$ cat src/design/fte_pkg.sv
// Shared types, constants and helpers of the timestamp-to-epoch converter.
// No dependencies; every other design file but fte_stream_if refers to it by scoped names.
package fte_pkg;

	// Fraction gathering modes
	localparam logic [1:0] FRAC_NONE   = 2'd0;
	localparam logic [1:0] FRAC_GATHER = 2'd1;
	localparam logic [1:0] FRAC_STOP   = 2'd2;

	localparam int unsigned MULT_W = 47;	// wide enough for ns per day

	localparam logic [MULT_W-1:0] NS_PER_DAY  = 47'd86_400_000_000_000;
	localparam logic [MULT_W-1:0] NS_PER_HOUR = 47'd3_600_000_000_000;
	localparam logic [MULT_W-1:0] NS_PER_MIN  = 47'd60_000_000_000;
	localparam logic [MULT_W-1:0] NS_PER_SEC  = 47'd1_000_000_000;

	// Day-count constants
	localparam logic [23:0] DAYS_PER_ERA   = 24'd146097;
	localparam logic [23:0] EPOCH_SHIFT    = 24'd719468;

	// Input and output transfer payloads
	typedef struct packed {
		logic [7:0] char_byte;
		logic       last;
	} text_t;

	typedef struct packed {
		logic [63:0] timestamp_ns;
		logic        format_error;
	} result_t;

	// Gathered fields of one timestamp string
	typedef struct packed {
		logic [13:0] year;
		logic [6:0]  month;
		logic [6:0]  day;
		logic [6:0]  hour;
		logic [6:0]  minute;
		logic [6:0]  second;
		logic [29:0] frac;
		logic [3:0]  frac_digits;
		logic [1:0]  frac_mode;
		logic        bad;
		logic        short_text;
	} fields_t;

	// Command to the shift-add multiply-accumulate unit
	typedef struct packed {
		logic              load;
		logic              clear_acc;
		logic [63:0]       mcand;
		logic [MULT_W-1:0] mplier;
	} mac_cmd_t;

	// 10^n for n in 0..9
	function automatic logic [29:0] pow10(input logic [3:0] n);
		logic [29:0] r;
		case (n)
			4'd0: r = 30'd1;
			4'd1: r = 30'd10;
			4'd2: r = 30'd100;
			4'd3: r = 30'd1000;
			4'd4: r = 30'd10000;
			4'd5: r = 30'd100000;
			4'd6: r = 30'd1000000;
			4'd7: r = 30'd10000000;
			4'd8: r = 30'd100000000;
			4'd9: r = 30'd1000000000;
			default: r = 30'd0;
		endcase
		return r;
	endfunction

endpackage

$ cat src/design/fte_mac.sv
// Shift-add multiply-accumulate unit, one multiplier bit per cycle.
// Depends on fte_pkg (mac_cmd_t, MULT_W).
module fte_mac (
	input  logic              clk,
	input  logic              arst_n,
	input  fte_pkg::mac_cmd_t cmd,
	output logic [63:0]       acc,
	output logic              idle
);

	logic [63:0]                mcand_q;
	logic [63:0]                acc_q;
	logic [fte_pkg::MULT_W-1:0] mplier_q;

	// Multiplier bits drive the iteration; zero means done
	always_ff @(posedge clk or negedge arst_n) begin
		if (!arst_n) begin
			mplier_q <= '0;
		end else if (cmd.load) begin
			mplier_q <= cmd.mplier;
		end else if (mplier_q != '0) begin
			mplier_q <= mplier_q >> 1;
		end
	end

	// Datapath: shifted multiplicand added into the accumulator, mod 2^64
	always_ff @(posedge clk) begin
		if (cmd.load) begin
			mcand_q <= cmd.mcand;
			if (cmd.clear_acc) begin
				acc_q <= '0;
			end
		end else if (mplier_q != '0) begin
			if (mplier_q[0]) begin
				acc_q <= acc_q + mcand_q;
			end
			mcand_q <= mcand_q << 1;
		end
	end

	assign acc  = acc_q;
	assign idle = (mplier_q == '0);

endmodule
$ cat config.mk
export PLATFORM = sky130hd
export DESIGN_NAME = fte_mac
export DESIGN_NICKNAME = d
export VERILOG_FILES = /design/src/design/fte_pkg.sv /design/src/design/fte_mac.sv
export SDC_FILE = /design/constraint.sdc
export NUM_CORES = 1
export LEC_CHECK = 0
export BUFFER_PORTS_ARGS = -buffer_cell sky130_fd_sc_hd__buf_4
export CORE_MARGIN = 2
export CORE_UTILIZATION = 45
export CTS_CLUSTER_DIAMETER = 40
export CTS_CLUSTER_SIZE = 14
export DETAILED_ROUTE_END_ITERATION = 8
export GPL_TIMING_DRIVEN = 1
export HOLD_SLACK_MARGIN = 0.03
export PLACE_DENSITY_LB_ADDON = 0.12
export SLEW_MARGIN = 20
export SYNTH_ARGS = -nofsm -noshare
export SYNTH_HDL_FRONTEND = slang
export SYNTH_SLANG_ARGS = --single-unit
export TNS_END_PERCENT = 10
$ cat constraint.sdc
create_clock -name clk -period 4.5 [get_ports clk]
set_clock_uncertainty 0.2 [all_clocks]
set_input_delay 0.45 -clock clk [delete_from_list [all_inputs] [get_ports clk]]
set_output_delay 0.45 -clock clk [all_outputs]
set_load 0.01 [all_outputs]
== Word-level counts from Yosys, hierarchy flattened ==
Index checks and enable logic that the tools add are counted.

* Register bits after elaboration: 175
* Output and inout bits: 65

* Add/sub/neg operators: 1
* Equal/unequal tests: 1
* Multiplexer cells: 8
* Reductions and logical operators: 5

{| class="wikitable"
|+ Operators by type and width
! cell !! number
|-
| $mux 64 || 6
|-
| $mux 47 || 2
|-
| $add 64x64->64 || 1
|-
| $logic_not 47->1 || 1
|-
| $reduce_bool 47->1 || 1
|-
| $reduce_bool 2->1 || 2
|-
| $reduce_and 3->1 || 1
|-
| $ne 2x2->1 const B || 1
|}

== Logic depth before layout (Yosys ltp) ==
Gate-level depths: netlist of the first run.

* Depth after elaboration: 4
* Gate-level depth with buffers: 10

== Least setup slack after synthesis of the first run ==
No wires, ideal clock.

* Kind: reg2reg
* Start point: register acc_q[0], in the netlist acc[0]
* End point: register acc_q[62], in the netlist acc[62] (data pin)
* Library setup time: 0.260 ns
* Arrival time: 2.822 ns
* Path slack: 1.218 ns
* Cell stages (with the launch flop): 11
* Buffers on the path: 0
* Period minus slack after synthesis: 3.282 ns
* Cell sequence: edfxtp_1 ha_1 fa_1 a211oi_1 o211ai_1 nand4_1 nand3_1 a21oi_1 o21ai_1 a311oi_1 mux2_2

* Word-level cells in the longest chain between the ends: 4

{| class="wikitable"
|+ RTL lines
! what !! RTL line !! RTL
|-
| from (decl) || fte_mac.sv:12 || <nowiki>logic [63:0] acc_q;</nowiki>
|-
| from (signal assigned) || fte_mac.sv:35 || <nowiki>acc_q <= acc_q + mcand_q;</nowiki>
|-
| $add 64x64->64 || fte_mac.sv:35 ||
|-
| $mux 64 || fte_mac.sv:34 || <nowiki>if (mplier_q[0]) begin</nowiki>
|-
| $mux 64 || fte_mac.sv:33 || <nowiki>end else if (mplier_q != '0) begin</nowiki>
|-
| $mux 64 || fte_mac.sv:28 || <nowiki>if (cmd.load) begin</nowiki>
|}

No other way between the ends. The select of a mux whose other input is x is not followed.
A chain may end at the register's enable or synchronous reset.

== Worst setup path in the final report of the first run ==
* Start point: register acc_q[0], in the netlist acc[0]
* End point: register acc_q[52], in the netlist acc[52] (data pin)

The elaborated chain is that of the path after synthesis.

==> results of run 1 <==
-- worst max path at each step --
stage                         start                     to  slack [ps]  cells after the start
3_3_place_gp   acc[0]$_SDFFCE_PP0P_  acc[52]$_SDFFCE_PP0P_        1060                     11
3_5_place_dp   acc[0]$_SDFFCE_PP0P_  acc[52]$_SDFFCE_PP0P_        1000                     11
6_report       acc[0]$_SDFFCE_PP0P_  acc[52]$_SDFFCE_PP0P_         920                     11
4_1_cts        acc[0]$_SDFFCE_PP0P_  acc[52]$_SDFFCE_PP0P_         970                     11
2_1_floorplan  acc[0]$_SDFFCE_PP0P_  acc[62]$_SDFFCE_PP0P_        1220                     10
5_1_grt        acc[8]$_SDFFCE_PP0P_  acc[49]$_SDFFCE_PP0P_         720                      9
-- layout make-up --
class / count / area, um2
Sequential cell: 175 / 5020
Clock inverter: 15 / 216
Tap cell: 324 / 405
Clock buffer: 17 / 425
Inverter: 16 / 60.1
Multi-Input combinational cell: 797 / 5720
Timing Repair Buffer: 233 / 1870
Fill cell: 2107 / 10500
-- state kept, by name, summed over array words and instances, names as in the netlist --
register,cells
acc,64
mcand_q,64
mplier_q,47
-- where the power goes --
group	switching [mW]	total, mW	internal [mW]
clock network	0.825	1.61	0.786
registers	0.163	2.23	2.06
logic	1.53	2.68	1.15
total	2.52	6.51	4.00
-- layer usage --
layer,vias to the layer above,GRT usage [%],wire length [um]
li1,4341,-,-
met1,4258,28.9,12500
met2,226,37.9,14100
met3,48,5.11,1410
met4,2,6.10,508
met5,-,0,14
-- cells by family (layout without fill, tap and decap cells) --
family | count (synthesis) | count (layout) | synth area share, %
adder cells (fa/ha/maj) | 64 | 64 | 7.34
XOR/XNOR | 33 | 33 | 2.63
AND/OR/NAND/NOR | 324 | 324 | 14.8
AO/OA/AOI/OAI | 257 | 257 | 15.0
buffers and inverters | 66 | 281 | 2.51
flip-flops | 175 | 175 | 45.6
multiplexers | 119 | 119 | 12.1
-- critical path: stages, from the launching register on --
cell	delay (ps)
edfxtp_1	410
ha_1	250
fa_1	450
a211oi_1	330
o211ai_1	160
nand2_1	90
o21ai_0	260
a21oi_2	380
a211oi_1	120
buf_4	180
a21oi_1	150
mux2_2	340
-- through the flow --
stage	instances	total power, mW	util [%]	setup WS [ps]
finish	1577	6.51	56.7	923
floorplan	1038	4.05	-	1220
global route	1577	6.93	56.7	724
detailed placement	1499	4.88	52.2	1000
CTS	1577	6.55	56.7	966
global placement	1499	4.88	52.2	1060
-- placed cells by master, fill, tap and decap left out, drive strengths merged, types with 12 or more instances in the layout --
cell type      n
clkbuf        17
buf          187
nand2         67
xnor2         17
dlygate4sd3   46
o21a          17
nor2b         14
a21oi         86
nor4          20
mux2         117
dfrtp         47
xor2          16
o21bai        14
nand4         28
nor2          88
nor3          35
ha            63
inv           26
nand2b        12
a21o          32
nand3         16
o21ai         48
edfxtp       128
==> flow_summary_export.csv, run 1 <==
group,metric,value,unit
status,status,"complete, no violations",
logic_synthesis,synth_top_area_share,34.9,%
worst_setup_path,critPathCaptureType,"register",
logic_synthesis,syn_area,11000,um2
finish,fin_nets,1419,
floorplanning,die_h,160,um
global_routing,grt_max_degree,84,
timing,tns,0,ps
clock_network,post_cts_buffers,0,
clock_network,clock_sinks,175,
finish,final_layout_size_suffix_gt1_share,27.6,%
clock_network,post_cts_resized,0,
timing,tightest_slew,1080,ps
global_routing,antenna_found_initial,1,
worst_setup_path,r2r_end,"acc[52]$_SDFFCE_PP0P_",
global_routing,gr-usage-all-layers,22.4,%
logic_synthesis,yosys_warnings,0,
clock_network,holdBufCountCts,46,
clock_network,cts_htree_levels,4,
flow_run,drv_cap,0,
timing,max_clock_freq,280,MHz
logic_synthesis,synth_top_cell_by_area,"edfxtp_1",
logic_synthesis,yosysUniqueCellTypes,74,
place,gp_routability_congestion,0.895,
worst_setup_path,startpoint_type,"register",
floorplanning,initial_core_util,45.5,%
logic_synthesis,yosysSeqAreaShare,45.6,%
timing,slew_headroom,28.3,%
logic_synthesis,synthArstFlopShare,26.9,%
finish,diodes,0,
route,drc,0,
logic_synthesis,synth.net_count,1217,
logic_synthesis,synth_area_leaders,"edfxtp_1 35%, mux2_2 12%, dfrtp_1 11%",
worst_setup_path,arrival,3580,ps
clock_network,root_buffer,"clkbuf_16",
finish,area_delta_synth_final,24.5,%
logic_synthesis,synth.most_common_cell,"edfxtp_1",
worst_hold_path,holdPathEnd,"mplier_q[23]$_DFFE_PN0P_",
worst_setup_path,ff2ff_path_depth,11,
finish,fin_area,13700,um2
timing,setup_viol,0,
route,initialDrtViolationCount,536,
logic_synthesis,synth_ff_type,"edfxtp_1",
global_routing,grt_pass1_wl,46100,um
logic_synthesis,synthCells,1038,
logic_synthesis,synth_edf_count,128,
route,routed_wl,28600,um
route,via_per_inst,5.63,
power_and_ir_drop,ir_drop,232,uV
logic_synthesis,syn_area_per_cell,10.6,um2
timing,finalCritPeriodShare,79.5,%
route,ant_nets,0,
worst_hold_path,hp-class,"input port to register",
worst_setup_path,r2r_slack,920,ps
floorplanning,fp.coreArea,24200,um2
clock_network,cts_inserted_buffers,17,
clock_network,cts_buffer_depth,2,
worst_setup_path,crit_fanout,6,
timing,slew_viol_final,0,
place,dpl_cell_area,12600,um2
worst_hold_path,min_path_cells,2,
timing,layout_min_cycle_time,3580,ps
worst_hold_path,worstHoldStart,"cmd[23]",
global_routing,gr-total-overflow,0,
clock_network,cts_tree,"done",
power_and_ir_drop,leakagePower,5.69,nW
route,drt_pre_antenna_iters,5,
place,numPortBuffers,179,
floorplanning,num_rows,57,
global_routing,grt_pass1_vias,8951,
worst_setup_path,critical_path_class,"register to register",
clock_network,path_clk_slew,90,ps
timing,whs,42.2,ps
logic_synthesis,ys_seq_elements,175,
floorplanning,io_pins,180,
worst_setup_path,worstPathRequired,4510,ps
worst_setup_path,reg2reg_from,"acc[0]$_SDFFCE_PP0P_",
timing,rsz0062_at_grt,"no",
floorplanning,die_x,160,um
floorplanning,die_area,25700,um2
place,place_hpwl,20800,um
timing,report.final.hold_viol_count,0,
power_and_ir_drop,power_density,475,nW/um2
route,routedWlPerCell,18.1,um
logic_synthesis,yosys-top-cells-count,"128 x edfxtp_1, 115 x mux2_2, 88 x nor2_1, 85 x a21oi_1, 67 x nand2_1",
clock_network,clk_latency,450,ps
route,num_vias,8875,
No activity file was read; power rests on OpenSTA's default activity.
==> run 2, diff against run 1 <==
==> constraint.sdc (replaced) <==
create_clock -name clk -period 3 [get_ports clk]
set_clock_uncertainty 0.2 [all_clocks]
set_input_delay 0.3 -clock clk [delete_from_list [all_inputs] [get_ports clk]]
set_output_delay 0.3 -clock clk [all_outputs]
set_load 0.01 [all_outputs]
==> run 2 against run 1 <==
Effect of this change:
- the flow now finishes with violations (negative setup slack)
- final area rose by 20%
- wire length rose by 11%
- worst hold slack improved by 140 ps
- register-to-register slack got worse by 1200 ps
- via count rose by 13%
- highest routed layer is now met4
==> flow_summary_export.csv, run 2 (same netlist as run 1, synthesis figures left out) <==
group,metric,value,unit
timing,layout_min_cycle_time,3240,ps
place,numPortBuffers,179,
finish,seqCellArea,5020,um2
timing,rsz0062_at_grt,"yes",
place,dpl_cell_area,14300,um2
worst_setup_path,crit_cells,10,
route,drt_pre_antenna_iters,5,
floorplanning,die_area,25700,um2
clock_network,root_buffer,"clkbuf_16",
route,routedWlPerCell,16.9,um
worst_setup_path,r2r_end,"acc[51]$_SDFFCE_PP0P_",
floorplanning,io_pins,180,
floorplanning,die_x,160,um
worst_setup_path,path_delay_family,"compound AO/OA/AOI/OAI gates",
worst_setup_path,worst_path_max_delay_cell,"edfxtp_1",
finish,fillers,1925,
worst_setup_path,crit_chain,"ha_4, a21o_1, a21o_1, a221o_1, a2111oi_4, buf_4, nor3_2, a211o_1, a21oi_1, mux2_1",
worst_setup_path,ff2ff_path_depth,10,
finish,final_layout_size_suffix_gt1_share,41.1,%
clock_network,path_clk_slew,90,ps
route,initialDrtViolationCount,568,
finish,multi_input_area,6070,um2
timing,fin_ws,-239,ps
timing,finalCritPeriodShare,108,%
global_routing,gr-total-overflow,0,
floorplanning,num_rows,57,
floorplanning,die_h,160,um
worst_setup_path,worstPathRequired,3000,ps
worst_setup_path,slowest_delay,440,ps
power_and_ir_drop,p_int,7.10,mW
global_routing,grt_pass1_wl,50800,um
place,place_hpwl,22100,um
power_and_ir_drop,p_comb_share,48.8,%
status,status,"finished, violations left",
worst_hold_path,hp-class,"input port to asynchronous set/reset pin",
clock_network,clock_sinks,175,
floorplanning,initial_core_util,45.5,%
power_and_ir_drop,switching_share,37.1,%
power_and_ir_drop,power_switching,4.19,mW
finish,area_delta_synth_final,49.4,%
worst_setup_path,arrival,3240,ps
worst_setup_path,critPathLaunch,"acc[10]$_SDFFCE_PP0P_",
global_routing,gr-usage-all-layers,24.5,%
power_and_ir_drop,power_density,686,nW/um2
power_and_ir_drop,clock_power_share,21.5,%
worst_setup_path,crit_path_frequent_cell,"a21o_1",
route,num_vias,10000,
worst_setup_path,crit_buf_inv,1,
global_routing,grt_pass1_vias,10200,
power_and_ir_drop,leakagePower,7.11,nW
finish,final_common_cell,"buf_4",
power_and_ir_drop,ir_drop,367,uV
clock_network,cts_inserted_buffers,17,
route,ant_nets,0,
timing,whs,182,ps
worst_setup_path,crit_fanout,4,
worst_setup_path,critPathCaptureType,"register",
clock_network,cts_buffer_depth,2,
timing,setup_viol,18,
floorplanning,fp.coreArea,24200,um2
worst_setup_path,critical_path_class,"register to register",
timing,tns,-1640,ps
global_routing,grt_max_degree,134,
route,routed_wl,31700,um
timing,report.final.hold_viol_count,0,
timing,slew_viol_final,0,
timing,max_clock_freq,309,MHz
worst_setup_path,startpoint_type,"register",
clock_network,cts_tree,"done",
place,gp_routability_congestion,0.909,
flow_run,drv_cap,0,
global_routing,antenna_found_initial,1,
status,violations,"negative setup slack",
route,drc,0,
worst_setup_path,cp-endpoint,"acc[51]$_SDFFCE_PP0P_",
finish,final_cell_mix,"411 x buf_4, 128 x edfxtp_1, 115 x mux2_2, 112 x dlygate4sd3_1, 87 x nor2_1",
timing,tightest_slew,939,ps
power_and_ir_drop,seq_power_share,29.7,%
worst_setup_path,r2r_slack,-240,ps
clock_network,clk_latency,450,ps
finish,fin_nets,1712,
timing,slew_headroom,37.4,%
clock_network,cts_htree_levels,4,
route,via_per_inst,5.37,
worst_setup_path,reg2reg_from,"acc[10]$_SDFFCE_PP0P_",
finish,fin_area,16400,um2
## run 2: cell types whose count changed in the layout (fill, tap and decap cells not counted), moves of 11 or more
cell / before / now
nor3_1: 35 / 23
dlygate4sd3_1: 46 / 112
a21oi_1: 85 / 74
ha_1: 63 / 49
buf_4: 186 / 411
## run 2: power groups by stage
stage | sequential (mW) | combinational (mW) | clock, mW
after detailed placement | 3.40 | 5.02 | 0
after CTS | 3.36 | 5.31 | 2.46
final | 3.36 | 5.51 | 2.43
after global routing | 3.40 | 6.00 | 2.54
after global placement | 3.39 | 4.98 | 0
after floorplan | 3.42 | 2.68 | 0
## run 2: how the worst min path moves through the flow
stage | from | endpoint | slack, ps | cells past startpoint
3_5_place_dp | arst_n | mplier_q[30]$_DFFE_PN0P_ | 140 | 1
6_report | arst_n | mplier_q[31]$_DFFE_PN0P_ | 180 | 2
5_1_grt | arst_n | mplier_q[32]$_DFFE_PN0P_ | 250 | 2
3_3_place_gp | arst_n | mplier_q[31]$_DFFE_PN0P_ | 140 | 1
4_1_cts | arst_n | mplier_q[10]$_DFFE_PN0P_ | 210 | 2
2_1_floorplan | arst_n | mplier_q[0]$_DFFE_PN0P_ | -200 | 0
## run 2: stage by stage
| step | power, mW | setup WS [ps] | util (%) | cells |
|---|---|---|---|---|
| floorplan | 6.11 | -175 | - | 1038 |
| global placement | 8.38 | -303 | 59.2 | 1716 |
| detailed placement | 8.42 | -383 | 59.2 | 1716 |
| CTS | 11.1 | -171 | 67.3 | 1868 |
| global route | 11.9 | -346 | 68.0 | 1871 |
| finish | 11.3 | -239 | 68.0 | 1871 |
## run 2: final cells by class
type | instances | share of cell area (%)
Tap cell | 324 | 2.46
Antenna cell | 1 | 0.0152
Clock buffer | 17 | 2.59
Clock inverter | 15 | 1.30
Multi-Input combinational cell | 797 | 36.9
Sequential cell | 175 | 30.5
Timing Repair Buffer | 526 | 25.8
Inverter | 16 | 0.365
## run 2: what timing repair did
item | in CTS | in global routing
buffers inserted | 8 | 2
gates resized for setup | 36 | 36
hold endpoints to repair | 158 | 0
hold buffers | 112 | 0
setup endpoints to repair | 35 | 38
pin swaps | 21 | 4
## run 2: metal layers
layer	track usage, %	vias to the layer above	wire, um
li1	-	4926	-
met1	32.1	4845	14100
met2	42.1	238	15700
met3	3.46	39	1180
met4	7.41	0	590
met5	0	-	0
