$ cat config.mk
export PLATFORM = sky130hd
export DESIGN_NAME = fte_parse
export DESIGN_NICKNAME = d
export VERILOG_FILES = /design/src/design/fte_pkg.sv /design/src/design/fte_parse.sv
export SDC_FILE = /design/constraint.sdc
export NUM_CORES = 1
export LEC_CHECK = 0
export BUFFER_PORTS_ARGS = -buffer_cell sky130_fd_sc_hd__buf_2
export CAP_MARGIN = 25
export CORE_MARGIN = 3
export CORE_UTILIZATION = 45
export CTS_BUF_LIST = sky130_fd_sc_hd__clkbuf_4
export DETAILED_ROUTE_END_ITERATION = 8
export PLACE_DENSITY = 0.7
export SLEW_MARGIN = 20
export SYNTH_ARGS = -nofsm -noshare
export SYNTH_HDL_FRONTEND = slang
export SYNTH_SLANG_ARGS = --single-unit
export TNS_END_PERCENT = 20
$ cat constraint.sdc
create_clock -name clk -period 11.6 [get_ports clk]
set_input_delay 1.16 -clock clk [delete_from_list [all_inputs] [get_ports clk]]
set_output_delay 1.16 -clock clk [all_outputs]
set_load 0.02 [all_outputs]
$ cat src/design/fte_pkg.sv
// Shared types, constants and helpers of the timestamp-to-epoch converter.
// No dependencies; every other design file but fte_stream_if refers to it by scoped names.
package fte_pkg;

	// Fraction gathering modes
	localparam logic [1:0] FRAC_NONE   = 2'd0;
	localparam logic [1:0] FRAC_GATHER = 2'd1;
	localparam logic [1:0] FRAC_STOP   = 2'd2;

	localparam int unsigned MULT_W = 47;	// wide enough for ns per day

	localparam logic [MULT_W-1:0] NS_PER_DAY  = 47'd86_400_000_000_000;
	localparam logic [MULT_W-1:0] NS_PER_HOUR = 47'd3_600_000_000_000;
	localparam logic [MULT_W-1:0] NS_PER_MIN  = 47'd60_000_000_000;
	localparam logic [MULT_W-1:0] NS_PER_SEC  = 47'd1_000_000_000;

	// Day-count constants
	localparam logic [23:0] DAYS_PER_ERA   = 24'd146097;
	localparam logic [23:0] EPOCH_SHIFT    = 24'd719468;

	// Input and output transfer payloads
	typedef struct packed {
		logic [7:0] char_byte;
		logic       last;
	} text_t;

	typedef struct packed {
		logic [63:0] timestamp_ns;
		logic        format_error;
	} result_t;

	// Gathered fields of one timestamp string
	typedef struct packed {
		logic [13:0] year;
		logic [6:0]  month;
		logic [6:0]  day;
		logic [6:0]  hour;
		logic [6:0]  minute;
		logic [6:0]  second;
		logic [29:0] frac;
		logic [3:0]  frac_digits;
		logic [1:0]  frac_mode;
		logic        bad;
		logic        short_text;
	} fields_t;

	// Command to the shift-add multiply-accumulate unit
	typedef struct packed {
		logic              load;
		logic              clear_acc;
		logic [63:0]       mcand;
		logic [MULT_W-1:0] mplier;
	} mac_cmd_t;

	// 10^n for n in 0..9
	function automatic logic [29:0] pow10(input logic [3:0] n);
		logic [29:0] r;
		case (n)
			4'd0: r = 30'd1;
			4'd1: r = 30'd10;
			4'd2: r = 30'd100;
			4'd3: r = 30'd1000;
			4'd4: r = 30'd10000;
			4'd5: r = 30'd100000;
			4'd6: r = 30'd1000000;
			4'd7: r = 30'd10000000;
			4'd8: r = 30'd100000000;
			4'd9: r = 30'd1000000000;
			default: r = 30'd0;
		endcase
		return r;
	endfunction

endpackage

$ cat src/design/fte_parse.sv
// Byte-wise field gatherer: decimal date/time fields and the fraction.
// Depends on fte_pkg (fields_t, fraction mode codes).
module fte_parse (
	input  logic             clk,
	input  logic             arst_n,
	input  logic             take,
	input  logic [7:0]       char_byte,
	input  logic             clear,
	output fte_pkg::fields_t fields
);

	logic [4:0]  pos_q;
	logic [13:0] year_q;
	logic [6:0]  month_q, day_q, hour_q, minute_q, second_q;
	logic [29:0] frac_q;
	logic [3:0]  digits_q;
	logic [1:0]  mode_q;
	logic        bad_q, short_q;

	logic       is_digit;
	logic [3:0] dval;
	logic       in_field;

	// Digit decode; a non-digit counts as zero
	assign is_digit = (char_byte >= 8'h30) && (char_byte <= 8'h39);
	assign dval     = is_digit ? 4'(char_byte - 8'h30) : 4'd0;
	// Fixed digit positions: 0..16 less the separators at 8, 11, 14
	assign in_field = (pos_q <= 5'd16) && (pos_q != 5'd8) && (pos_q != 5'd11)
		&& (pos_q != 5'd14);

	// Field accumulators
	always_ff @(posedge clk or negedge arst_n) begin
		if (!arst_n) begin
			pos_q    <= '0;
			year_q   <= '0;
			month_q  <= '0;
			day_q    <= '0;
			hour_q   <= '0;
			minute_q <= '0;
			second_q <= '0;
			frac_q   <= '0;
			digits_q <= '0;
			mode_q   <= fte_pkg::FRAC_NONE;
			bad_q    <= 1'b0;
			short_q  <= 1'b0;
		end else if (clear) begin
			pos_q    <= '0;
			year_q   <= '0;
			month_q  <= '0;
			day_q    <= '0;
			hour_q   <= '0;
			minute_q <= '0;
			second_q <= '0;
			frac_q   <= '0;
			digits_q <= '0;
			mode_q   <= fte_pkg::FRAC_NONE;
			bad_q    <= 1'b0;
			short_q  <= 1'b0;
		end else if (take) begin
			if (pos_q <= 5'd3) begin
				year_q <= year_q * 14'd10 + 14'(dval);
			end else if (pos_q <= 5'd5) begin
				month_q <= month_q * 7'd10 + 7'(dval);
			end else if (pos_q <= 5'd7) begin
				day_q <= day_q * 7'd10 + 7'(dval);
			end else if (pos_q == 5'd9 || pos_q == 5'd10) begin
				hour_q <= hour_q * 7'd10 + 7'(dval);
			end else if (pos_q == 5'd12 || pos_q == 5'd13) begin
				minute_q <= minute_q * 7'd10 + 7'(dval);
			end else if (pos_q == 5'd15 || pos_q == 5'd16) begin
				second_q <= second_q * 7'd10 + 7'(dval);
			end else if (pos_q == 5'd17) begin
				if (char_byte == 8'h2E) begin
					mode_q <= fte_pkg::FRAC_GATHER;
				end
			end else if (mode_q == fte_pkg::FRAC_GATHER) begin
				// stop for good on a non-digit or after nine digits
				if (is_digit && digits_q < 4'd9) begin
					frac_q   <= frac_q * 30'd10 + 30'(dval);
					digits_q <= digits_q + 4'd1;
				end else begin
					mode_q <= fte_pkg::FRAC_STOP;
				end
			end

			if (in_field && !is_digit) begin
				bad_q <= 1'b1;
			end
			// text shorter than 17 bytes if this is the last one
			short_q <= (pos_q < 5'd16);
			if (pos_q != 5'd31) begin
				pos_q <= pos_q + 5'd1;
			end
		end
	end

	assign fields = '{
		year:        year_q,
		month:       month_q,
		day:         day_q,
		hour:        hour_q,
		minute:      minute_q,
		second:      second_q,
		frac:        frac_q,
		frac_digits: digits_q,
		frac_mode:   mode_q,
		bad:         bad_q,
		short_text:  short_q
	};

endmodule

## After elaboration in Yosys (flattened, before gate mapping)

Index checks and enable logic that the tools add are counted.

| storage, ports and cells | value |
|---|---|
| bits in registers | 92 |

| operators by class | value |
|---|---|
| $add $sub $neg | 10 |
| multiply operators | 7 |
| $lt $le $gt $ge | 8 |
| equal/unequal tests | 22 |
| multiplexer cells | 76 |
| reductions and logical operators | 32 |

Operators by type and width:

| cell | count |
|---|---|
| two-way mux 30 bit | 11 |
| two-way mux 7 bit | 30 |
| two-way mux 4 bit | 12 |
| two-way mux 14 bit | 3 |
| adder 7 x 4 -> 7 bit | 5 |
| multiplier 7 x 3 -> 6 bit, second input constant | 5 |
| adder 30 x 4 -> 30 bit | 1 |
| multiplier 30 x 3 -> 29 bit, second input constant | 1 |
| equality test 5 x 4 -> 1 bit, second input constant | 5 |
| two-way mux 2 bit | 12 |
| nonzero test 2 bit | 11 |
| AND reduction 10 bit | 2 |
| two-way mux 5 bit | 3 |
| != test 5 x 4 -> 1 bit, second input constant | 3 |
| adder 14 x 4 -> 14 bit | 1 |
| multiplier 14 x 3 -> 13 bit, second input constant | 1 |
| != test 2 bit, second input constant | 7 |
| equality test 5 bit, second input constant | 2 |
| <= comparator 5 x 3 -> 1 bit, second input constant | 2 |
| equality test 8 x 6 -> 1 bit, second input constant | 1 |
| greater-or-equal comparator 8 x 6 -> 1 bit, second input constant | 1 |
| <= comparator 8 x 6 -> 1 bit, second input constant | 1 |
| AND reduction 7 bit | 1 |
| logical AND 1 bit | 6 |
| other kinds (20) | 28 |

## Longest topological paths before layout

Gate-level depths: netlist (run 1).

| logic depth | value |
|---|---|
| word-level depth | 15 |
| depth in mapped cells | 17 |
| mapped depth without buffers | 15 |

## Worst setup path before layout (run 1)

No wires, ideal clock.

| timing path | value |
|---|---|
| path kind | input to register |
| from | input char_byte[7] |
| to | register frac_q[29] |
| setup time | 87 ps |
| data arrival time | 5222 ps |
| slack | 6292 ps |
| cell stages on the path | 17 |
| buffers on the path | 2 |
| cell sequence | nor3b_1 > and3_1 > clkbuf_1 > and2_1 > ha_1 > inv_1 > fa_1 > nor2b_1 > o21ai_0 > nor3b_1 > nand3_1 > or3_4 > nand4bb_1 > or4_1 > buf_2 > or4_1 > o211ai_1 |

| between the ends | value |
|---|---|
| longest elaborated chain between the ends | 15 |
| elaborated cells on any way between the ends | 19 |

Ends and longest elaborated chain:

| item | RTL line | text |
|---|---|---|
| start: declaration | fte_parse.sv:7 | `input logic [7:0] char_byte,` |
| greater-or-equal comparator 8 x 6 -> 1 bit / <= comparator 8 x 6 -> 1 bit (equally long branches) | fte_parse.sv:25 | `assign is_digit = (char_byte >= 8'h30) && (char_byte <= 8'h39);` |
| logical AND 1 bit (*) | fte_parse.sv:25 |  |
| two-way mux 4 bit | fte_parse.sv:26 | `assign dval = is_digit ? 4'(char_byte - 8'h30) : 4'd0;` |
| adder 30 x 4 -> 30 bit | fte_parse.sv:79 | `frac_q <= frac_q * 30'd10 + 30'(dval);` |
| two-way mux 30 bit | fte_parse.sv:78 | `if (is_digit && digits_q < 4'd9) begin` |
| two-way mux 30 bit | fte_parse.sv:76 | `end else if (mode_q == fte_pkg::FRAC_GATHER) begin` |
| two-way mux 30 bit | fte_parse.sv:72 | `end else if (pos_q == 5'd17) begin` |
| two-way mux 30 bit | fte_parse.sv:70 | `end else if (pos_q == 5'd15 \|\| pos_q == 5'd16) begin` |
| two-way mux 30 bit | fte_parse.sv:68 | `end else if (pos_q == 5'd12 \|\| pos_q == 5'd13) begin` |
| two-way mux 30 bit | fte_parse.sv:66 | `end else if (pos_q == 5'd9 \|\| pos_q == 5'd10) begin` |
| two-way mux 30 bit | fte_parse.sv:64 | `end else if (pos_q <= 5'd7) begin` |
| two-way mux 30 bit | fte_parse.sv:62 | `end else if (pos_q <= 5'd5) begin` |
| two-way mux 30 bit | fte_parse.sv:60 | `if (pos_q <= 5'd3) begin` |
| two-way mux 30 bit | fte_parse.sv:59 | `end else if (take) begin` |
| two-way mux 30 bit | fte_parse.sv:46 | `end else if (clear) begin` |
| end signal: assignment | fte_parse.sv:79 |  |
| end: declaration | fte_parse.sv:15 | `logic [29:0] frac_q;` |

Every way passes the cells marked *; elsewhere a longest branch is shown, timed or not. The select of a mux whose other input is x is not followed.
A chain may end at the register's enable or synchronous reset.

## Worst setup path after layout (run 1)

Same ends and word-level chain as after synthesis.

==> impl_metrics.env, run 1 <==
export IMPL_ys_warn_count=0
export IMPL_cts_buffers=9
export IMPL_antenna_found_initial=0
export IMPL_critical_path_top_delay_family="simple AND/OR/NAND/NOR gates"
export IMPL_num_vias=7135
export IMPL_syn_inst=961
export IMPL_cts_max_level=3
export IMPL_layout_drive_gt1_share_pct=14.12
export IMPL_setup_viol=0
export IMPL_finalCritPeriodShare_pct=47.63
export IMPL_outcome="finished clean"
export IMPL_start_kind="input port"
export IMPL_start_util_pct=46.35
export IMPL_crit_chain="buf_2, nor3b_1, and3_1, and2_1, ha_1, inv_1, fa_1, nor2b_1, o21ai_0, nor3b_1, nand3_1, or3_4, nand4bb_1, or4_1, or4_1, o211ai_1"
export IMPL_holdBufCountCts=0
export IMPL_cts_tree="yes"
export IMPL_skew_ns=0.02156
export IMPL_firstDrtPassIters=5
export IMPL_n_antenna_cell=0
export IMPL_maxSlewHeadroom_pct=40.90
export IMPL_worstSetupPathType="input port to flip-flop"
export IMPL_power_total_mw=0.7627
export IMPL_ys_seq_elements=92
export IMPL_postCtsSetupBuffers=0
export IMPL_pre_cts_ws_ns=5.650
export IMPL_grt_setup_unrepaired="no"
export IMPL_chipHeight_um=142.9
export IMPL_gp_congestion=0.8682
export IMPL_drt_iter0_drc=485
export IMPL_endpoint_kind="flip-flop"
export IMPL_cts_num_sinks=92
export IMPL_syn_nets=1105
export IMPL_clkLatencyLatePin_ns=0.49
export IMPL_synth_seq_area_share_pct=27.28
export IMPL_ant_nets=0
export IMPL_synth_ff_type="dfrtp_1"
export IMPL_critical_path_buf_inv_count=2
export IMPL_area_growth_pct=9.830
export IMPL_fin_cells=1277
export IMPL_gr_usage_met1_pct=26.88
export IMPL_fin_crit_ns=5.525
export IMPL_fmax_ghz=0.1810
export IMPL_num_rows=49
export IMPL_vias_per_cell=5.587
export IMPL_clk_pin_slew_ns=0.15
export IMPL_setup_tns_ns=0
export IMPL_port_buffers=98
export IMPL_tightest_slew_ns=0.8847
export IMPL_nNetsFinal=1187
export IMPL_drv_slew=0
export IMPL_cts_root_buf="clkbuf_4"
export IMPL_dp_final_hpwl_um=15360
export IMPL_arrival_ns=5.92
export IMPL_ir_worst_vdd_v=0.00007559
export IMPL_fin_hold_ws_ns=0.4933
export IMPL_fp_dieW_um=142.9
export IMPL_crit_required_ns=12.00
export IMPL_leakage_nw=4.471
export IMPL_grt_use_total_pct=20.10
export IMPL_synth_area_um2=8439
export IMPL_grt_max_degree=74
export IMPL_grt_pass1_wl_um=33720
export IMPL_cts_max_path_buffers=2
export IMPL_drcViolationCount=0
export IMPL_place_inst=1261
export IMPL_use_met2_pct=33.43
export IMPL_avgRoutedWirePerCell_um=15.52
export IMPL_grt_overflow=0
export IMPL_grt_pass1_vias=6916
export IMPL_use_met3_pct=4.488
export IMPL_maxCapViolCount=0
export IMPL_hold_viol_final=0
export IMPL_fin_ws_ns=6.075
export IMPL_synthDistinctLibCells=76
export IMPL_synth_edff_count=0
export IMPL_drt_wl_total_um=19820
export IMPL_ctsResizeCount=0
export IMPL_busiest_layer="met2"
export IMPL_synth_area_per_cell_um2=8.782
export IMPL_slowest_delay_ns=0.71
export IMPL_core_area_um2=18210
export IMPL_io_pins=99
export IMPL_ys_async_sr_fraction_pct=100.0
export IMPL_power_density_nw_per_um2=82.28
export IMPL_cp_slowest_cell="or4_1"
export IMPL_hold_class="flip-flop to flip-flop"
export IMPL_crit_fanout=7
export IMPL_die_area_um2=20430
[metal layers]
| metal | routed length (um) | vias up |
|---|---|---|
| met4 | 281 | 0 |
| met3 | 917 | 27 |
| met2 | 9406 | 141 |
| met1 | 9212 | 3368 |
| li1 | - | 3599 |
| met5 | 0 | - |
[synthesized netlist by cell type, types with 16 or more instances]
cell,count,area [um^2]
a21oi_1,53,265.3
nand3_1,18,90.09
clkbuf_1,23,86.33
xnor2_1,55,481.7
nor3_1,17,85.08
nor2_1,71,266.5
ha_1,118,1476
nor2b_1,18,112.6
xor2_1,33,289.0
dfrtp_1,92,2302
inv_1,56,210.2
o31ai_1,16,120.1
o21ai_0,61,305.3
nand2_1,104,390.4
[power breakdown]
group	internal, mW	switching [mW]	leakage [nW]	total, mW
logic	0.0805	0.134	3.13	0.214
clock network	0.0670	0.123	0.0783	0.190
registers	0.338	0.0204	1.27	0.358
total	0.485	0.278	4.47	0.763
[sequential cells by signal, indices dropped and copies added, names as in the netlist]
| register | count |
|---|---|
| digits_q | 4 |
| hour_q | 7 |
| day_q | 7 |
| mode_q | 2 |
| short_q | 1 |
| month_q | 7 |
| second_q | 7 |
| minute_q | 7 |
| frac_q | 30 |
| year_q | 14 |
| bad_q | 1 |
| pos_q | 5 |
[stage by stage]
stage,instance area (um^2),utilization [%]
floorplan,8439,-
finish,9269,50.90
CTS,9269,50.90
global route,9269,50.90
detailed placement,9128,50.13
global placement,9128,50.13
[cell type report]
class / instances / area, um^2
Sequential cell: 92 / 2302
Timing Repair Buffer: 103 / 530.5
Multi-Input combinational cell: 781 / 5798
Tap cell: 229 / 286.5
Fill cell: 1772 / 8940
Clock inverter: 7 / 73.82
Clock buffer: 9 / 67.56
Inverter: 56 / 210.2
[worst reg2reg max path: stages (launching register included)]
cell and delay [ns]:
dfrtp_1 0.46, ha_1 0.30, ha_1 0.20, inv_1 0.07
fa_1 0.39, nand2b_2 0.22, a211oi_4 0.44, o21ai_0 0.19
xor2_1 0.22, nor4_1 0.63, nand4_1 0.32, nor4_1 0.71
nor4bb_1 0.35, a221o_1 0.14
[cells in the final DEF (no fill, tap or decap), types with 5 or more instances in the layout]
master    instances
and3_1            6
nor3b_1          12
fa_1             14
mux2_2            9
ha_1            118
nand4_1           8
a211oi_1         12
or2_2             6
or4_1             6
a21o_1           11
nor2_1           71
o21a_1            8
buf_2            97
clkbuf_4          9
or3_1             6
nand2b_1         10
xor2_1           33
a21boi_0          6
dfrtp_1          92
nand3_1          18
inv_1            56
o21ai_0          61
xnor2_1          55
nand2_1         104
nor2b_1          18
nor4_1            5
o31ai_1          16
nor3_1           17
and2_1            9
nand3b_1          5
a21oi_1          53
o211ai_1         11
mux2i_1          10
buf_4             6
[logic make-up after synthesis]
group / synth area share [%]
buffers and inverters: 4.151
DFF: 27.28
xor gates and xnor gates: 9.133
AOI/OAI and AO/OA: 17.54
adders and majority gates: 20.82
muxes: 2.387
and+or+nand+nor: 18.70
[path summary, 6_finish.rpt]
check | cells past startpoint | endpoint | slack [ns] | from
min | 2 | hour_q[6]$_DFFE_PN0P_ | 0.49 | hour_q[6]$_DFFE_PN0P_
max in group asynchronous | 2 | frac_q[21]$_DFFE_PN0P_ | 9.85 | arst_n
min reg2reg | 2 | hour_q[6]$_DFFE_PN0P_ | 0.49 | hour_q[6]$_DFFE_PN0P_
min in group asynchronous | 1 | year_q[3]$_DFFE_PN0P_ | 0.60 | arst_n
max reg2reg | 13 | frac_q[28]$_DFFE_PN0P_ | 6.91 | frac_q[1]$_DFFE_PN0P_
max | 16 | frac_q[29]$_DFFE_PN0P_ | 6.07 | char_byte[7]
No activity file was read; power rests on OpenSTA's default activity.
==> run 2, diff against run 1 <==
PLACE_DENSITY = 0.73   (was 0.7)
clock period = 4.72 ns   (was 11.6 ns; I/O delays follow)
==> run 2 against run 1 <==
  * Global-route usage increased by 0.51 points
  * Total power increased to 2.6 times the previous value
  * Core utilization increased by 0.75 points
  * Largest power group unchanged
  * First-iteration DRC count decreased by 21%
  * Combinational power increased to 2.5 times the previous value
  * Cell count increased by 0.78%
  * Critical path type is now flip-flop to flip-flop
==> impl_metrics.env, run 2 (synthesis results as in run 1) <==
export IMPL_outcome="finished clean"
export IMPL_maxSlewHeadroom_pct=43.41
export IMPL_layout_drive_gt1_share_pct=14.93
export IMPL_arrival_ns=4.92
export IMPL_cp_slowest_cell="or4_1"
export IMPL_power_total_mw=1.962
export IMPL_core_area_um2=18210
export IMPL_wl_met1_um=9290
export IMPL_setup_viol=0
export IMPL_cts_buffers=9
export IMPL_gp_congestion=0.8875
export IMPL_cts_max_level=3
export IMPL_leakage_nw=4.544
export IMPL_drt_iter0_drc=384
export IMPL_crit_required_ns=5.15
export IMPL_fin_hold_ws_ns=0.2551
export IMPL_regMostFlops="frac_q"
export IMPL_start_util_pct=46.35
export IMPL_nNetsFinal=1197
export IMPL_port_buffers=98
export IMPL_fin_crit_ns=4.482
export IMPL_multi_input_area_um2=5804
export IMPL_crit_fanout=8
export IMPL_chipHeight_um=142.9
export IMPL_dp_final_hpwl_um=15690
export IMPL_firstDrtPassIters=5
export IMPL_drt_wl_total_um=20340
export IMPL_cts_max_path_buffers=2
export IMPL_final_common_cell="ha_1"
export IMPL_fp_dieW_um=142.9
export IMPL_critical_path_buf_inv_count=1
export IMPL_place_area_um2=9208
export IMPL_hold_class="input port to flip-flop"
export IMPL_fillers=1716
export IMPL_grt_pass1_wl_um=34510
export IMPL_hold_viol_final=0
export IMPL_reg_largest_list="frac_q x30, year_q x14"
export IMPL_regArea_um2=2302
export IMPL_finalCritPeriodShare_pct=94.97
export IMPL_power_density_nw_per_um2=208.6
export IMPL_num_vias=7187
export IMPL_grt_setup_unrepaired="no"
export IMPL_num_rows=49
export IMPL_rr_startpoint="frac_q[1]$_DFFE_PN0P_"
export IMPL_largest_reg_flops=30
export IMPL_fin_cells=1287
export IMPL_io_pins=99
export IMPL_slowest_delay_ns=0.67
export IMPL_utilization_pct=51.65
export IMPL_die_area_um2=20430
export IMPL_n_antenna_cell=0
export IMPL_hp_start="char_byte[0]"
export IMPL_drcViolationCount=0
export IMPL_maxCapViolCount=0
export IMPL_start_kind="flip-flop"
export IMPL_fmax_ghz=0.2231
export IMPL_avgRoutedWirePerCell_um=15.80
export IMPL_wl_met2_um=9891
export IMPL_drv_slew=0
export IMPL_skew_ns=0.03348
export IMPL_wl_met3_um=835
export IMPL_grt_use_total_pct=20.61
export IMPL_top_layer_used="met4"
export IMPL_grt_overflow=0
export IMPL_finish_instance_area_um2=9405
export IMPL_cts_num_sinks=92
export IMPL_cts_root_buf="clkbuf_4"
export IMPL_place_inst=1269
export IMPL_crit_start="frac_q[1]$_DFFE_PN0P_"
export IMPL_cts_tree="yes"
export IMPL_vias_per_cell=5.584
export IMPL_mostFrequentLayoutCells="ha_1, nand2_1, buf_2"
export IMPL_grt_max_degree=71
export IMPL_area_growth_pct=11.45
export IMPL_endpoint_kind="flip-flop"
export IMPL_antenna_found_initial=0
export IMPL_tightest_slew_ns=0.8400
export IMPL_ant_nets=0
export IMPL_grt_pass1_vias=6945
export IMPL_clkLatencyLatePin_ns=0.51
export IMPL_ir_worst_vdd_v=0.0001140
export IMPL_worstSetupPathType="flip-flop to flip-flop"
export IMPL_clk_pin_slew_ns=0.17
export IMPL_critical_path_top_delay_family="simple AND/OR/NAND/NOR gates"
export IMPL_crit_chain="ha_1, ha_1, inv_1, fa_1, nand2b_2, a211oi_4, or3_1, nand3_2, or3_4, nand4bb_1, or4_1, or4_1, o211ai_1"
run 2: cell types whose count changed in the layout (fill, tap and decap cells not counted), sizes merged:
cell and delta:
buf +9, bufinv +1, dlygate4sd3 +1, clkinv -2
inv +1
run 2: timing repair:
action,4_1_cts,5_1_grt
hold buffers,1,0
hold endpoints to repair,17,0
endpoints found under the setup margin,0,3
resized for setup,0,1
setup buffers,0,1
run 2: area by class of cell:
class	count	area share, %
clock buffer	9	0.7184
clock inverter	7	1.131
inverter	56	2.235
multi-input combinational	781	61.71
sequential	92	24.48
tap	229	3.046
timing repair buffer	113	6.678
run 2: tightest hold or removal path: stages:
cell and delay (ns):
buf_2 0.12, nand3_1 0.06, a21oi_1 0.05
run 2: metal layers:
metal,GRT usage [%],up-vias
met4,5.003,0
met3,3.550,26
met5,0,-
met1,27.18,3387
li1,-,3610
met2,35.31,164
run 2: where the power goes:
part | internal (mW) | total [mW] | switching, mW
Combinational | 0.203 | 0.540 | 0.336
Sequential | 0.830 | 0.879 | 0.0490
Clock | 0.223 | 0.543 | 0.320
Total | 1.26 | 1.96 | 0.706
run 2: final timing paths:
| path | end | slack (ns) | cells past startpoint |
|---|---|---|---|
| setup / recovery | frac_q[29]$_DFFE_PN0P_ | 0.24 | 13 |
| hold / removal | month_q[0]$_DFFE_PN0P_ | 0.26 | 3 |
| setup reg to reg | frac_q[29]$_DFFE_PN0P_ | 0.24 | 13 |
| hold reg to reg | hour_q[6]$_DFFE_PN0P_ | 0.50 | 2 |
| max in group asynchronous | frac_q[11]$_DFFE_PN0P_ | 3.17 | 3 |
| min in group asynchronous | year_q[4]$_DFFE_PN0P_ | 0.53 | 2 |
run 2: stage by stage:
stage	setup WS [ns]	setup TNS [ns]
2_1_floorplan	0.09975	0
4_1_cts	0.2029	0
5_1_grt	0.01617	0
3_3_place_gp	0.04467	0
6_report	0.2376	0
3_5_place_dp	-0.04953	-0.04953
==> run 3, diff against run 2 <==
CELL_PAD_IN_SITES_DETAIL_PLACEMENT = 0   (was unset)
CELL_PAD_IN_SITES_GLOBAL_PLACEMENT = 1   (was unset)
CORE_UTILIZATION = 42   (was 45)
PLACE_DENSITY = 0.85   (was 0.73)
==> run 3 against run 2 <==
  * Non-clock buffer count stayed put
  * Combinational power hardly changed
  * Total power is 3.1% lower
  * Die area is 6.8% higher
  * Core utilization is 3.7 points lower
  * Highest routed layer unchanged
  * Largest power group unchanged
  * Worst setup slack better by 0.017 ns
  * Clock skew is 0.016 ns lower
==> impl_metrics.env, run 3 (synthesis results as in run 1) <==
export IMPL_crit_required_ns=5.15
export IMPL_drv_slew=0
export IMPL_regMostFlops="frac_q"
export IMPL_vias_per_cell=5.441
export IMPL_final_common_cell="ha_1"
export IMPL_outcome="finished clean"
export IMPL_mostFrequentLayoutCells="ha_1, nand2_1, buf_2"
export IMPL_rr_worst_depth=13
export IMPL_fin_cells=1325
export IMPL_core_area_um2=19590
export IMPL_grt_use_total_pct=19.52
export IMPL_reg_largest_list="frac_q x30, year_q x14"
export IMPL_whs_path_depth=3
export IMPL_fmax_ghz=0.2239
export IMPL_fp_dieW_um=147.8
export IMPL_cts_max_level=3
export IMPL_grt_pass1_vias=7008
export IMPL_start_kind="flip-flop"
export IMPL_area_growth_pct=11.37
export IMPL_antenna_found_initial=2
export IMPL_slowest_delay_ns=0.63
export IMPL_place_inst=1305
export IMPL_r2r_setup_slack_ns=0.25
export IMPL_tightest_slew_ns=0.8242
export IMPL_hold_viol_final=0
export IMPL_io_pins=99
export IMPL_cts_max_path_buffers=2
export IMPL_cts_tree="yes"
export IMPL_place_area_um2=9233
export IMPL_maxCapViolCount=0
export IMPL_avgRoutedWirePerCell_um=15.60
export IMPL_nNetsFinal=1197
export IMPL_crit_fanout=8
export IMPL_drcViolationCount=0
export IMPL_grt_setup_unrepaired="no"
export IMPL_rr_startpoint="frac_q[1]$_DFFE_PN0P_"
export IMPL_r2r_end="frac_q[29]$_DFFE_PN0P_"
export IMPL_finalCritPeriodShare_pct=94.61
export IMPL_hold_class="input port to flip-flop"
export IMPL_cts_num_sinks=92
export IMPL_grt_max_degree=72
export IMPL_chipHeight_um=147.8
export IMPL_die_area_um2=21830
export IMPL_multi_input_area_um2=5802
export IMPL_clk_pin_slew_ns=0.16
export IMPL_cp_slowest_cell="or4_4"
export IMPL_start_util_pct=43.08
export IMPL_largest_reg_flops=30
export IMPL_num_vias=7209
export IMPL_ir_worst_vdd_v=0.0001110
export IMPL_fin_crit_ns=4.465
export IMPL_cts_buffers=9
export IMPL_setup_viol=0
export IMPL_port_buffers=98
export IMPL_clkLatencyLatePin_ns=0.51
export IMPL_endpoint_kind="flip-flop"
export IMPL_gp_congestion=0.8577
export IMPL_power_total_mw=1.901
export IMPL_arrival_ns=4.90
export IMPL_grt_overflow=0
export IMPL_leakage_nw=4.519
export IMPL_regArea_um2=2302
export IMPL_dp_final_hpwl_um=15920
export IMPL_maxSlewHeadroom_pct=43.63
export IMPL_ant_nets=0
export IMPL_hold_end="month_q[0]$_DFFE_PN0P_"
export IMPL_crit_chain="ha_1, ha_1, inv_1, fa_1, nand2b_2, a211oi_4, or3_1, nand3_2, or3_4, nand4bb_1, or4_4, or4_1, o211ai_1"
export IMPL_critical_path_buf_inv_count=1
export IMPL_skew_ns=0.01739
export IMPL_worstSetupPathType="flip-flop to flip-flop"
export IMPL_drt_iter0_drc=386
export IMPL_layout_drive_gt1_share_pct=14.93
export IMPL_critical_path_top_delay_family="simple AND/OR/NAND/NOR gates"
export IMPL_fillers=1914
export IMPL_num_rows=51
export IMPL_crit_path_frequent_cell="ha_1"
export IMPL_finish_instance_area_um2=9399
export IMPL_power_density_nw_per_um2=202.3
export IMPL_hp_start="char_byte[0]"
export IMPL_grt_pass1_wl_um=35110
export IMPL_firstDrtPassIters=7
export IMPL_cts_root_buf="clkbuf_4"
export IMPL_drt_wl_total_um=20680
[run 3: metrics by stage]
| step | hold slack [ns] | TNS (ns) | worst slack, ns | util, % |
|---|---|---|---|---|
| after floorplan | 0.1764 | 0 | 0.09975 | - |
| after global placement | 0.4638 | 0 | 0.01545 | 47.13 |
| after detailed placement | 0.4721 | -0.05437 | -0.05437 | 47.13 |
| after CTS | 0.1958 | 0 | 0.1472 | 47.90 |
| after global routing | 0.2216 | 0 | 0.03207 | 47.98 |
| final | 0.2330 | 0 | 0.2546 | 47.98 |
[run 3: area by class of cell]
type                            count  share of cell area (%)
Multi-Input combinational cell    781                   61.73
Sequential cell                    92                   24.49
Timing Repair Buffer              113                   6.470
Tap cell                          265                   3.528
Inverter                           56                   2.236
Clock inverter                      7                  0.7721
Clock buffer                        9                  0.7189
Antenna cell                        2                 0.05325
[run 3: power breakdown]
group | internal [mW] | total, mW | switching [mW]
registers | 0.830 | 0.882 | 0.0520
clock network | 0.163 | 0.483 | 0.319
logic | 0.201 | 0.537 | 0.335
total | 1.19 | 1.90 | 0.707
[run 3: tightest hold or removal path: stages]
cell and delay [ns]:
buf_2 0.12, nand3_1 0.06, a21oi_1 0.06
[run 3: worst max path at each step]
stage / from / to / cells after the start
floorplan: char_byte[7] / frac_q[29]$_DFFE_PN0P_ / 17
global placement: char_byte[7] / frac_q[29]$_DFFE_PN0P_ / 16
detailed placement: char_byte[7] / frac_q[29]$_DFFE_PN0P_ / 16
CTS: frac_q[1]$_DFFE_PN0P_ / frac_q[29]$_DFFE_PN0P_ / 13
global route: frac_q[1]$_DFFE_PN0P_ / frac_q[29]$_DFFE_PN0P_ / 13
finish: frac_q[1]$_DFFE_PN0P_ / frac_q[29]$_DFFE_PN0P_ / 13
[run 3: per-layer routing]
metal,up-vias,routed length (um),track usage (%)
met5,-,0,0
met4,0,232,4.101
met3,17,921,3.403
met2,149,9900,32.97
met1,3444,9620,26.41
li1,3599,-,-
[run 3: repair_timing]
item / CTS / global route
setup buffers: 0 / 1
gates resized for setup: 0 / 1
hold endpoints to repair: 47 / 0
hold buffers: 1 / 0
setup endpoints to repair: 0 / 1
